===== src/sv/pdpc_pkg.sv =====
// ----------------------------------------------------------------------------
// pdpc_pkg
// Shared constants, register codes and stage types of the PD position
// controller.
// ----------------------------------------------------------------------------
package pdpc_pkg;

    localparam int POSITION_WIDTH     = 24;
    localparam int GAIN_FRACTION_BITS = 8;

    localparam int GAIN_W      = 16;
    localparam int DRIVE_MAG_W = 7;
    localparam int DRIVE_W     = DRIVE_MAG_W + 1;
    localparam int BAND_W      = 16;

    localparam int E_W    = POSITION_WIDTH + 2;
    localparam int DE_W   = E_W + 1;
    localparam int PE_W   = E_W + GAIN_W + 1;
    localparam int PD_W   = DE_W + GAIN_W + 1;
    localparam int ACC_W  = PD_W + 1;
    localparam int SHIFT  = GAIN_FRACTION_BITS + 1;
    localparam int SH_W   = ACC_W - SHIFT;

    localparam int CFG_IDX_W  = 3;
    localparam int CFG_DATA_W = POSITION_WIDTH;

    localparam logic [CFG_IDX_W-1:0] CFG_SETPOINT    = 3'd0;
    localparam logic [CFG_IDX_W-1:0] CFG_P_GAIN      = 3'd1;
    localparam logic [CFG_IDX_W-1:0] CFG_D_GAIN      = 3'd2;
    localparam logic [CFG_IDX_W-1:0] CFG_MAX_DRIVE   = 3'd3;
    localparam logic [CFG_IDX_W-1:0] CFG_BOOST_BELOW = 3'd4;
    localparam logic [CFG_IDX_W-1:0] CFG_BOOST_TO    = 3'd5;
    localparam logic [CFG_IDX_W-1:0] CFG_DONE_BAND   = 3'd6;

    localparam logic [GAIN_W-1:0]      RST_P_GAIN      = 16'd51;
    localparam logic [GAIN_W-1:0]      RST_D_GAIN      = 16'd128;
    localparam logic [DRIVE_MAG_W-1:0] RST_MAX_DRIVE   = 7'd127;
    localparam logic [DRIVE_MAG_W-1:0] RST_BOOST_BELOW = 7'd20;
    localparam logic [DRIVE_MAG_W-1:0] RST_BOOST_TO    = 7'd25;
    localparam logic [BAND_W-1:0]      RST_DONE_BAND   = 16'd10;

    typedef struct packed {
        logic signed [E_W-1:0]  e2;
        logic signed [DE_W-1:0] de;
    } t_err;

    typedef struct packed {
        logic signed [PE_W-1:0] p_term;
        logic signed [PD_W-1:0] d_term;
        logic                   done;
    } t_prod;

endpackage


===== src/sv/pdpc_error.sv =====
// ----------------------------------------------------------------------------
// pdpc_error
// Error stage: doubled error against the setpoint, its change since the
// previous item, and the previous-error register.
// ----------------------------------------------------------------------------
module pdpc_error (
    input  logic                                       i_clk,
    input  logic                                       i_rst_n,
    input  logic                                       i_load,
    input  logic signed [pdpc_pkg::POSITION_WIDTH-1:0] i_setpoint,
    input  logic signed [pdpc_pkg::POSITION_WIDTH-1:0] i_left,
    input  logic signed [pdpc_pkg::POSITION_WIDTH-1:0] i_right,
    output pdpc_pkg::t_err                             o_err
);

    logic signed [pdpc_pkg::E_W-1:0] r_last_error;
    logic signed [pdpc_pkg::E_W-1:0] n_e2;
    pdpc_pkg::t_err                  r_err;
    pdpc_pkg::t_err                  n_err;

    always_comb begin
        n_e2 = pdpc_pkg::E_W'(i_setpoint) + pdpc_pkg::E_W'(i_setpoint)
             - pdpc_pkg::E_W'(i_left) - pdpc_pkg::E_W'(i_right);
        n_err.e2 = n_e2;
        n_err.de = pdpc_pkg::DE_W'(n_e2) - pdpc_pkg::DE_W'(r_last_error);
    end

    always_ff @(posedge i_clk) begin
        if (!i_rst_n) begin
            r_last_error <= '0;
        end else if (i_load) begin
            r_last_error <= n_e2;
        end
    end

    always_ff @(posedge i_clk) begin
        if (i_load) begin
            r_err <= n_err;
        end
    end

    assign o_err = r_err;

endmodule


===== src/sv/pdpc_gain.sv =====
// ----------------------------------------------------------------------------
// pdpc_gain
// Gain stage: proportional and derivative products, done-band compare.
// ----------------------------------------------------------------------------
module pdpc_gain (
    input  logic                              i_clk,
    input  logic                              i_load,
    input  pdpc_pkg::t_err                    i_err,
    input  logic [pdpc_pkg::GAIN_W-1:0]       i_p_gain,
    input  logic [pdpc_pkg::GAIN_W-1:0]       i_d_gain,
    input  logic [pdpc_pkg::BAND_W-1:0]       i_done_band,
    output pdpc_pkg::t_prod                   o_prod
);

    logic [pdpc_pkg::E_W-1:0] w_e_mag;
    pdpc_pkg::t_prod          n_prod;
    pdpc_pkg::t_prod          r_prod;

    always_comb begin
        w_e_mag       = i_err.e2[pdpc_pkg::E_W-1] ? pdpc_pkg::E_W'(-i_err.e2)
                                                  : pdpc_pkg::E_W'(i_err.e2);
        n_prod.p_term = i_err.e2 * $signed({1'b0, i_p_gain});
        n_prod.d_term = i_err.de * $signed({1'b0, i_d_gain});
        n_prod.done   = (w_e_mag <= pdpc_pkg::E_W'({i_done_band, 1'b0}));
    end

    always_ff @(posedge i_clk) begin
        if (i_load) begin
            r_prod <= n_prod;
        end
    end

    assign o_prod = r_prod;

endmodule


===== src/sv/pdpc_shape.sv =====
// ----------------------------------------------------------------------------
// pdpc_shape
// Output stage: sum, scale toward zero, clamp or boost, result register.
// ----------------------------------------------------------------------------
module pdpc_shape (
    input  logic                                i_clk,
    input  logic                                i_load,
    input  pdpc_pkg::t_prod                     i_prod,
    input  logic [pdpc_pkg::DRIVE_MAG_W-1:0]    i_max_drive,
    input  logic [pdpc_pkg::DRIVE_MAG_W-1:0]    i_boost_below,
    input  logic [pdpc_pkg::DRIVE_MAG_W-1:0]    i_boost_to,
    output logic signed [pdpc_pkg::DRIVE_W-1:0] o_drive,
    output logic                                o_done
);

    logic signed [pdpc_pkg::ACC_W-1:0]   w_acc;
    logic [pdpc_pkg::ACC_W-1:0]          w_acc_mag;
    logic [pdpc_pkg::SH_W-1:0]           w_mag_sh;
    logic [pdpc_pkg::DRIVE_MAG_W-1:0]    w_mag;
    logic signed [pdpc_pkg::DRIVE_W-1:0] n_drive;
    logic signed [pdpc_pkg::DRIVE_W-1:0] r_drive;
    logic                                r_done;

    always_comb begin
        w_acc     = pdpc_pkg::ACC_W'(i_prod.p_term) + pdpc_pkg::ACC_W'(i_prod.d_term);
        w_acc_mag = w_acc[pdpc_pkg::ACC_W-1] ? pdpc_pkg::ACC_W'(-w_acc)
                                             : pdpc_pkg::ACC_W'(w_acc);
        w_mag_sh  = pdpc_pkg::SH_W'(w_acc_mag >> pdpc_pkg::SHIFT);
        if (w_mag_sh > pdpc_pkg::SH_W'(i_max_drive)) begin
            w_mag = i_max_drive;
        end else if (w_mag_sh != '0 && w_mag_sh < pdpc_pkg::SH_W'(i_boost_below)) begin
            w_mag = i_boost_to;
        end else begin
            w_mag = w_mag_sh[pdpc_pkg::DRIVE_MAG_W-1:0];
        end
        n_drive = w_acc[pdpc_pkg::ACC_W-1] ? -$signed({1'b0, w_mag})
                                           : $signed({1'b0, w_mag});
    end

    always_ff @(posedge i_clk) begin
        if (i_load) begin
            r_drive <= n_drive;
            r_done  <= i_prod.done;
        end
    end

    assign o_drive = r_drive;
    assign o_done  = r_done;

endmodule


===== src/sv/pd_position_controller_top.sv =====
// ----------------------------------------------------------------------------
// pd_position_controller_top
// PD position controller with drive clamp and minimum-drive boost.
// Input, error, gain and output registers lie between input accept and result
// valid. Throughput: one item per cycle, stalls only on output.
// Reset (synchronous, active low): pipeline empty, previous error zero,
// configuration registers at their defaults.
// ----------------------------------------------------------------------------
module pd_position_controller_top (
    input  logic                                       i_clk,
    input  logic                                       i_rst_n,
    input  logic                                       i_in_valid,
    output logic                                       o_in_ready,
    input  logic signed [pdpc_pkg::POSITION_WIDTH-1:0] i_left_position,
    input  logic signed [pdpc_pkg::POSITION_WIDTH-1:0] i_right_position,
    output logic                                       o_out_valid,
    input  logic                                       i_out_ready,
    output logic signed [pdpc_pkg::DRIVE_W-1:0]        o_drive,
    output logic                                       o_done_res,
    input  logic                                       i_cfg_valid,
    output logic                                       o_cfg_ready,
    input  logic [pdpc_pkg::CFG_IDX_W-1:0]             i_cfg_index,
    input  logic [pdpc_pkg::CFG_DATA_W-1:0]            i_cfg_data
);

    logic signed [pdpc_pkg::POSITION_WIDTH-1:0] r_setpoint;
    logic [pdpc_pkg::GAIN_W-1:0]                r_p_gain;
    logic [pdpc_pkg::GAIN_W-1:0]                r_d_gain;
    logic [pdpc_pkg::DRIVE_MAG_W-1:0]           r_max_drive;
    logic [pdpc_pkg::DRIVE_MAG_W-1:0]           r_boost_below;
    logic [pdpc_pkg::DRIVE_MAG_W-1:0]           r_boost_to;
    logic [pdpc_pkg::BAND_W-1:0]                r_done_band;

    logic signed [pdpc_pkg::POSITION_WIDTH-1:0] r_left;
    logic signed [pdpc_pkg::POSITION_WIDTH-1:0] r_right;
    logic r_v1, r_v2, r_v3, r_v4;
    logic w_ld1, w_ld2, w_ld3, w_ld4;

    pdpc_pkg::t_err  w_err;
    pdpc_pkg::t_prod w_prod;

    logic [pdpc_pkg::DRIVE_MAG_W:0] w_out_mag;

    assign o_cfg_ready = 1'b1;

    always_ff @(posedge i_clk) begin
        if (!i_rst_n) begin
            r_setpoint    <= '0;
            r_p_gain      <= pdpc_pkg::RST_P_GAIN;
            r_d_gain      <= pdpc_pkg::RST_D_GAIN;
            r_max_drive   <= pdpc_pkg::RST_MAX_DRIVE;
            r_boost_below <= pdpc_pkg::RST_BOOST_BELOW;
            r_boost_to    <= pdpc_pkg::RST_BOOST_TO;
            r_done_band   <= pdpc_pkg::RST_DONE_BAND;
        end else if (i_cfg_valid) begin
            case (i_cfg_index)
                pdpc_pkg::CFG_SETPOINT: begin
                    r_setpoint <= $signed(i_cfg_data[pdpc_pkg::POSITION_WIDTH-1:0]);
                end
                pdpc_pkg::CFG_P_GAIN: begin
                    r_p_gain <= i_cfg_data[pdpc_pkg::GAIN_W-1:0];
                end
                pdpc_pkg::CFG_D_GAIN: begin
                    r_d_gain <= i_cfg_data[pdpc_pkg::GAIN_W-1:0];
                end
                pdpc_pkg::CFG_MAX_DRIVE: begin
                    r_max_drive <= i_cfg_data[pdpc_pkg::DRIVE_MAG_W-1:0];
                end
                pdpc_pkg::CFG_BOOST_BELOW: begin
                    r_boost_below <= i_cfg_data[pdpc_pkg::DRIVE_MAG_W-1:0];
                end
                pdpc_pkg::CFG_BOOST_TO: begin
                    r_boost_to <= i_cfg_data[pdpc_pkg::DRIVE_MAG_W-1:0];
                end
                pdpc_pkg::CFG_DONE_BAND: begin
                    r_done_band <= i_cfg_data[pdpc_pkg::BAND_W-1:0];
                end
                default: begin
                end
            endcase
        end
    end

    // stage advance, back to front
    assign w_ld4      = r_v3 && (!r_v4 || i_out_ready);
    assign w_ld3      = r_v2 && (!r_v3 || w_ld4);
    assign w_ld2      = r_v1 && (!r_v2 || w_ld3);
    assign o_in_ready = !r_v1 || w_ld2;
    assign w_ld1      = i_in_valid && o_in_ready;

    always_ff @(posedge i_clk) begin
        if (!i_rst_n) begin
            r_v1 <= 1'b0;
            r_v2 <= 1'b0;
            r_v3 <= 1'b0;
            r_v4 <= 1'b0;
        end else begin
            r_v1 <= w_ld1 || (r_v1 && !w_ld2);
            r_v2 <= w_ld2 || (r_v2 && !w_ld3);
            r_v3 <= w_ld3 || (r_v3 && !w_ld4);
            r_v4 <= w_ld4 || (r_v4 && !i_out_ready);
        end
    end

    always_ff @(posedge i_clk) begin
        if (w_ld1) begin
            r_left  <= i_left_position;
            r_right <= i_right_position;
        end
    end

    pdpc_error u_error (
        .i_clk      (i_clk),
        .i_rst_n    (i_rst_n),
        .i_load     (w_ld2),
        .i_setpoint (r_setpoint),
        .i_left     (r_left),
        .i_right    (r_right),
        .o_err      (w_err)
    );

    pdpc_gain u_gain (
        .i_clk       (i_clk),
        .i_load      (w_ld3),
        .i_err       (w_err),
        .i_p_gain    (r_p_gain),
        .i_d_gain    (r_d_gain),
        .i_done_band (r_done_band),
        .o_prod      (w_prod)
    );

    pdpc_shape u_shape (
        .i_clk         (i_clk),
        .i_load        (w_ld4),
        .i_prod        (w_prod),
        .i_max_drive   (r_max_drive),
        .i_boost_below (r_boost_below),
        .i_boost_to    (r_boost_to),
        .o_drive       (o_drive),
        .o_done        (o_done_res)
    );

    assign o_out_valid = r_v4;

    assign w_out_mag = o_drive[pdpc_pkg::DRIVE_W-1] ? pdpc_pkg::DRIVE_W'(-o_drive)
                                                    : pdpc_pkg::DRIVE_W'(o_drive);

    a_ready_when_empty: assert property (@(posedge i_clk) disable iff (!i_rst_n)
        !r_v1 |-> o_in_ready)
        else $error("input stage empty but not ready");

    a_drive_shape: assert property (@(posedge i_clk) disable iff (!i_rst_n)
        o_out_valid |-> (w_out_mag <= {1'b0, r_max_drive}) ||
                        (w_out_mag == {1'b0, r_boost_to}))
        else $error("drive neither clamped nor boosted value");

    a_drain: assert property (@(posedge i_clk) disable iff (!i_rst_n)
        (r_v4 && i_out_ready && !r_v3) |=> !r_v4)
        else $error("result repeated after delivery");

    a_no_overtake: assert property (@(posedge i_clk) disable iff (!i_rst_n)
        (r_v2 && !w_ld3) |=> r_v2)
        else $error("error stage item lost while stalled");

endmodule

===== config.mk =====
export PLATFORM = sky130hd
export DESIGN_NAME = pd_position_controller_top
export DESIGN_NICKNAME = d
export VERILOG_FILES = /design/src/sv/pdpc_pkg.sv /design/src/sv/pdpc_error.sv /design/src/sv/pdpc_gain.sv /design/src/sv/pdpc_shape.sv /design/src/sv/pd_position_controller_top.sv
export SDC_FILE = /design/constraint.sdc
export NUM_CORES = 2
export LEC_CHECK = 0
export ABC_CLOCK_PERIOD_IN_PS = 8100
export BUFFER_PORTS_ARGS = -buffer_cell sky130_fd_sc_hd__buf_2
export CAP_MARGIN = 40
export CORE_MARGIN = 4
export CORE_UTILIZATION = 50
export DETAILED_ROUTE_END_ITERATION = 10
export PLACE_DENSITY = 0.76
export SLEW_MARGIN = 20
export SYNTH_ARGS = -nofsm -noshare
export SYNTH_HDL_FRONTEND = slang
export SYNTH_SLANG_ARGS = --single-unit

===== constraint.sdc =====
create_clock -name i_clk -period 8.1 [get_ports i_clk]
set_input_delay 1.215 -clock i_clk [delete_from_list [all_inputs] [get_ports i_clk]]
set_output_delay 1.215 -clock i_clk [all_outputs]
set_load 0.01 [all_outputs]

# ---- After elaboration in Yosys (flattened, before gate mapping)
# Index checks and enable logic that the tools add are counted.
dict set report totals {
  ff_bits 321
  out_inout_bits 12
  wordCells 80
}
dict set report op_classes {
  n_addsub 8
  multipliers 2
  magnitude_cmp 3
  eq_ne 6
  muxes 5
  reduce_logical 34
}
# op n
set ops {}
lappend ops {{43-bit by 44-bit adder with 45-bit output} 1}
lappend ops {{45-bit two-way mux} 1}
lappend ops {{45-bit negator} 1}
lappend ops {{27-bit by 17-bit multiplier with 44-bit output} 1}
lappend ops {{26-bit by 17-bit multiplier with 43-bit output} 1}
lappend ops {{36-bit by 7-bit > comparator with 1-bit output} 1}
lappend ops {{36-bit by 7-bit < comparator with 1-bit output} 1}
lappend ops {{36-bit nonzero test} 1}
lappend ops {{26-bit by 26-bit subtractor with 27-bit output} 1}
lappend ops {{26-bit by 17-bit less-or-equal comparator with 1-bit output} 1}
lappend ops {{26-bit two-way mux} 1}
lappend ops {{26-bit negator} 1}
lappend ops {{25-bit by 24-bit subtractor with 26-bit output} 1}
lappend ops {{26-bit by 24-bit subtractor with 26-bit output} 1}
lappend ops {{24-bit by 24-bit adder with 25-bit output} 1}
lappend ops {{7-bit two-way mux} 3}
lappend ops {{2-bit AND reduction} 7}
lappend ops {{3-bit == test, second input constant} 3}
lappend ops {{1-bit logical AND} 9}
lappend ops {{1-bit zero test} 8}
lappend ops {{1-bit logical OR} 8}
lappend ops {{7-bit negator with 8-bit output} 1}
lappend ops {{3-bit by 2-bit == test with 1-bit output, second input constant} 2}
lappend ops {{3-bit by 1-bit == test with 1-bit output, second input constant} 1}
lappend ops {{3-bit zero test} 1}

# ---- Logic depth before layout (Yosys ltp)
dict set report depth {
  depth_word 10
  mapped_depth 33
  mapped_depth_nobuf 31
}

# ---- Cells and area by module
# Synthesis repeated with hierarchy kept, for this count alone.
dict set report hier_totals {
  hier_cells 5573
  area_unflattened_um2 51102.8
}
# mod instances cells_per_inst area_per_inst_um2
set by_module_without_submodules {}
lappend by_module_without_submodules {pdpc_gain 1 3711 34047.7}
lappend by_module_without_submodules {pdpc_error 1 694 6454.9}
lappend by_module_without_submodules {pdpc_shape 1 757 5393.9}
lappend by_module_without_submodules {pd_position_controller_top 1 411 5206.2}

# ---- Least setup slack after synthesis
# No wires, ideal clock.
dict set report synth_path {
  kind {reg-to-reg}
  startpoint {reg u_error.r_err, in the netlist u_error.o_err[32]}
  endpoint {reg u_gain.r_prod, in the netlist u_gain.o_prod[86], data pin}
  setup_ns 0.265
  arrival_time_ns 7.070
  required_time_ns 7.835
  setup_slack_ns 0.765
  stages_incl_launch_ff 26
  n_path_buf 2
  synth_period_minus_slack_ns 7.335
  cell_sequence {edfxtp_1 clkbuf_1 clkbuf_1 nand2_1 fa_1 inv_1 fa_1 inv_1 fa_1 fa_1 inv_1 fa_1 fa_1 ha_1 nand3_1 o2111ai_1 a21oi_1 o311ai_0 and3_1 nor3_1 or4_1 a31oi_1 a21oi_1 o31a_1 nor4b_1 or3_1}
}
# element line
set synth_lines {}
lappend synth_lines {{from (decl)} pdpc_error.sv:18} ;# pdpc_pkg::t_err r_err;
lappend synth_lines {{from (signal assigned)} pdpc_error.sv:38} ;# r_err <= n_err;
lappend synth_lines {{to (signal assigned)} pdpc_gain.sv:29} ;# r_prod <= n_prod;
lappend synth_lines {{to (decl)} pdpc_gain.sv:17} ;# pdpc_pkg::t_prod r_prod;

==> results.yml <==
outcome:
  status: "finished clean"
sta:
  finalWorstSetupSlack_ns: 0.313
  slew_viol_final: 0
  fmax_ghz: 0.128
  worst-slew-pin-transition_ns: 0.878
  finalCritPeriodShare_pct: 96.1
  setup_viol: 0
  slew_headroom_pct: 41.1
  skew_ns: 0.0338
  finalCriticalPeriod_ns: 7.79
  finalHoldViolations: 0
  rsz0062_at_grt: "false"
  final.setup.tns_ns: 0
job:
  drv_cap: 0
drt:
  routedWlPerCell_um: 18.6
  drtAntennaViolNets: 0
  first_pass_iters: 6
  drt_iter0_markers: 2851
  wirelength_um: 123000
  drcViolationCount: 0
  vias_per_cell: 5.51
  vias: 36366
floorplan:
  initial_core_util_pct: 50.7
  dieWidth_um: 319
  die_h_um: 319
  core.rowCount: 113
  core_mm2: 0.0954
  die_area_mm2: 0.102
  ios: 92
critical_path:
  reg2reg_slack_ns: 0.31
  critPathBufInv: 3
  critPathRequiredTime_ns: 8.43
  crit_path_max_fanout: 17
  crit_type: "reg2reg"
  arrival_ns: 8.12
  cp_slowest_stage_delay_ns: 0.86
  rr_worst_depth: 25
  crit_family: "adder cells"
  cp-start-kind: "flop"
  r2r-start: "r_d_gain[10]$_SDFFE_PN0P_"
  r2r_end: "u_gain.o_prod[44]$_DFFE_PP_"
  path_common_cell: "fa_1"
  crit_slowest_cell: "dfxtp_1"
  endpoint_kind: "flop"
hold_path:
  holdCritPathClass: "reg2reg"
  hold_depth: 2
  worstHoldEndpoint: "u_error.r_last_error[18]$_SDFFE_PN0P_"
  hold_start: "u_error.r_last_error[18]$_SDFFE_PN0P_"
final_layout:
  final_nets: 6581
  drive_gt1_share_pct: 5.99
  multi_input_area_mm2: 0.0352
  layout_commonest_cell: "inv_1"
  layout_common_cells: "1,070 x inv_1, 850 x fa_1, 816 x nand2_1"
  regArea_mm2: 0.00842
  syn2layout_area_growth_pct: 7.19
  fill_cells: 8443
global_routing:
  grtUsageMet3_pct: 3.38
  grt.busiest_layer: "met2"
  first_global_vias: 38253
  grt_max_degree: 70
  grt_use_met2_pct: 41.1
  grt_remaining_overflow: 0
  grt_pass1_wl_um: 200000
  grtUsageTotal_pct: 24.5
  antenna_found_initial: 5
  grtUsageMet1_pct: 32.5
cts:
  htreeDepth: 2
  clkTransAtPathRegs_ns: 0.07
  cts_made_buffers: 36
  cts_root_buf: "clkbuf_16"
  cts.sinks: 321
  holdBufCountCts: 0
  clock_path_buffers: 3
  clock_latency_ns: 0.59
  tritoncts: "built"
logic_synthesis:
  synthAdderAreaFrac_pct: 44.0
  synthMuxAreaShare_pct: 0.352
  seq_area_frac_synth_pct: 17.4
  yosys_warnings: 0
  synth-main-ff-cell: "edfxtp_1"
  ys_async_sr_fraction_pct: 0
  avgSynthCellArea_um2: 9.18
  synth.distinct_cells: 81
  postSynthCellCount: 5273
  synth_compound_area_share_pct: 8.81
  synth_top_family_by_area: "adder cells"
  synth_xor_area_share_pct: 3.48
  synthSimpleGateAreaFrac_pct: 16.0
  ys_ff_latch: 321
  synth_edf_count: 198
  syn_nets: 6544
  synth_area_mm2: 0.0484
place:
  gp_congestion: 0.947
  dp_slack_ns: 0.413
  io_buffer_count: 90
  dp_hpwl_um: 99500
power_and_ir_drop:
  internal_power_w: 0.00844
  vdd_drop_max_mv: 0.390
  p_switching_w: 0.00852
  pwr-share-seq_pct: 16.8
  power.density_mw_per_mm2: 327
  p_comb_share_pct: 73.5
  p_leak_nw: 23.5
  power_frac_clock_pct: 9.8
  switching_share_pct: 50.2
==> logic make-up (layout without fill, tap and decap cells) <==
group	count (synthesis)	in the layout
DFF	321	321
and+or+nand+nor	1619	1619
other	1	3
adders and majority gates	1191	1191
xor gates and xnor gates	192	192
muxes	16	16
AOI/OAI and AO/OA	645	645
buffers and inverters	1288	1353
==> cells in the mapped netlist (15+ instances only) <==
master    instances  area [um2]
inv_1          1070        4020
fa_1            850       17000
nand2_1         816        3060
and2_1          363        2270
ha_1            341        4270
clkbuf_1        200         751
edfxtp_1        198        5950
a21oi_1         152         761
nor2_1          134         503
xnor2_1         133        1160
dfxtp_1         123        2460
o21ai_0         104         521
a21boi_0        102         766
a21o_1           68         510
xor2_1           59         517
nand3_1          54         270
nor3_1           54         270
o21a_1           38         285
nor2b_1          36         225
a31oi_1          31         194
or3_1            30         188
nand2b_1         27         169
nand4_1          26         163
o21bai_1         23         173
and3_1           21         131
a211oi_1         18         135
o211ai_1         17         128
o31ai_1          15         113
==> tightest hold or removal path: stages (launching register included) <==
cell,delay [ns]
dfxtp_1,0.31
nand2_1,0.05
a21boi_0,0.06
==> flip-flops by register name, summed over array words and instances (netlist names) <==
register,cells
u_gain.o_prod,88
u_error.o_err,53
u_error.r_last_error,26
r_left,24
r_right,24
r_setpoint,24
r_d_gain,16
r_done_band,16
r_p_gain,16
u_shape.o_drive,8
r_boost_below,7
r_boost_to,7
r_max_drive,7
o_out_valid,1
r_v1,1
r_v2,1
r_v3,1
u_shape.o_done,1
==> power by group through the flow <==
| stage | sequential (W) | clock, W | combinational, W |
|---|---|---|---|
| final | 0.00285 | 0.00166 | 0.0125 |
| after global routing | 0.00285 | 0.00175 | 0.0138 |
| after CTS | 0.00290 | 0.00167 | 0.0122 |
| after detailed placement | 0.00293 | 0 | 0.0121 |
| after global placement | 0.00292 | 0 | 0.0117 |
| after floorplan | 0.00261 | 0 | 0.00915 |
==> layer usage <==
| metal | wire length [um] | vias up |
|---|---|---|
| met5 | 0 | - |
| met4 | 5290 | 0 |
| met3 | 9050 | 335 |
| met2 | 59000 | 1447 |
| met1 | 49600 | 18179 |
| li1 | - | 16405 |
==> worst max path at each step <==
stage          slack, ns                         from  cells past startpoint                     endpoint
6_report            0.31    r_d_gain[10]$_SDFFE_PN0P_                     25  u_gain.o_prod[44]$_DFFE_PP_
5_1_grt             0.01  u_error.o_err[29]$_DFFE_PP_                     24  u_gain.o_prod[86]$_DFFE_PP_
4_1_cts             0.32    r_d_gain[12]$_SDFFE_PN0P_                     25  u_gain.o_prod[44]$_DFFE_PP_
3_5_place_dp        0.41    r_d_gain[12]$_SDFFE_PN0P_                     25  u_gain.o_prod[44]$_DFFE_PP_
3_3_place_gp        0.45     r_p_gain[9]$_SDFFE_PN0P_                     25  u_gain.o_prod[86]$_DFFE_PP_
2_1_floorplan       0.76  u_error.o_err[32]$_DFFE_PP_                     25  u_gain.o_prod[86]$_DFFE_PP_
==> metrics by stage <==
step           power [W]  cells  cell area (um2)  hold slack, ns  utilization (%)
5_1_grt           0.0184   6603            51900           0.495             54.3
3_3_place_gp      0.0147   6507            50300           0.453             52.7
6_report          0.0170   6605            51900           0.462             54.3
4_1_cts           0.0167   6581            51600           0.464             54.1
2_1_floorplan     0.0118   5273            48400           0.400                -
3_5_place_dp      0.0150   6515            50500           0.456             52.9
==> final cells by class <==
type                            count  area share (%)
Multi-Input combinational cell   3664            67.8
Inverter                         1071            7.75
Tap cell                         1265            3.05
Clock buffer                       50            1.90
Sequential cell                   321            16.2
Antenna cell                        2         0.00965
Timing Repair Buffer              216            2.95
Clock inverter                     16           0.330
==> what timing repair did <==
item / CTS / global route
setup endpoints to repair: 0 / 1
buffers inserted: 0 / 16
gates resized for setup: 0 / 7
No activity file was read; power rests on OpenSTA's default activity.
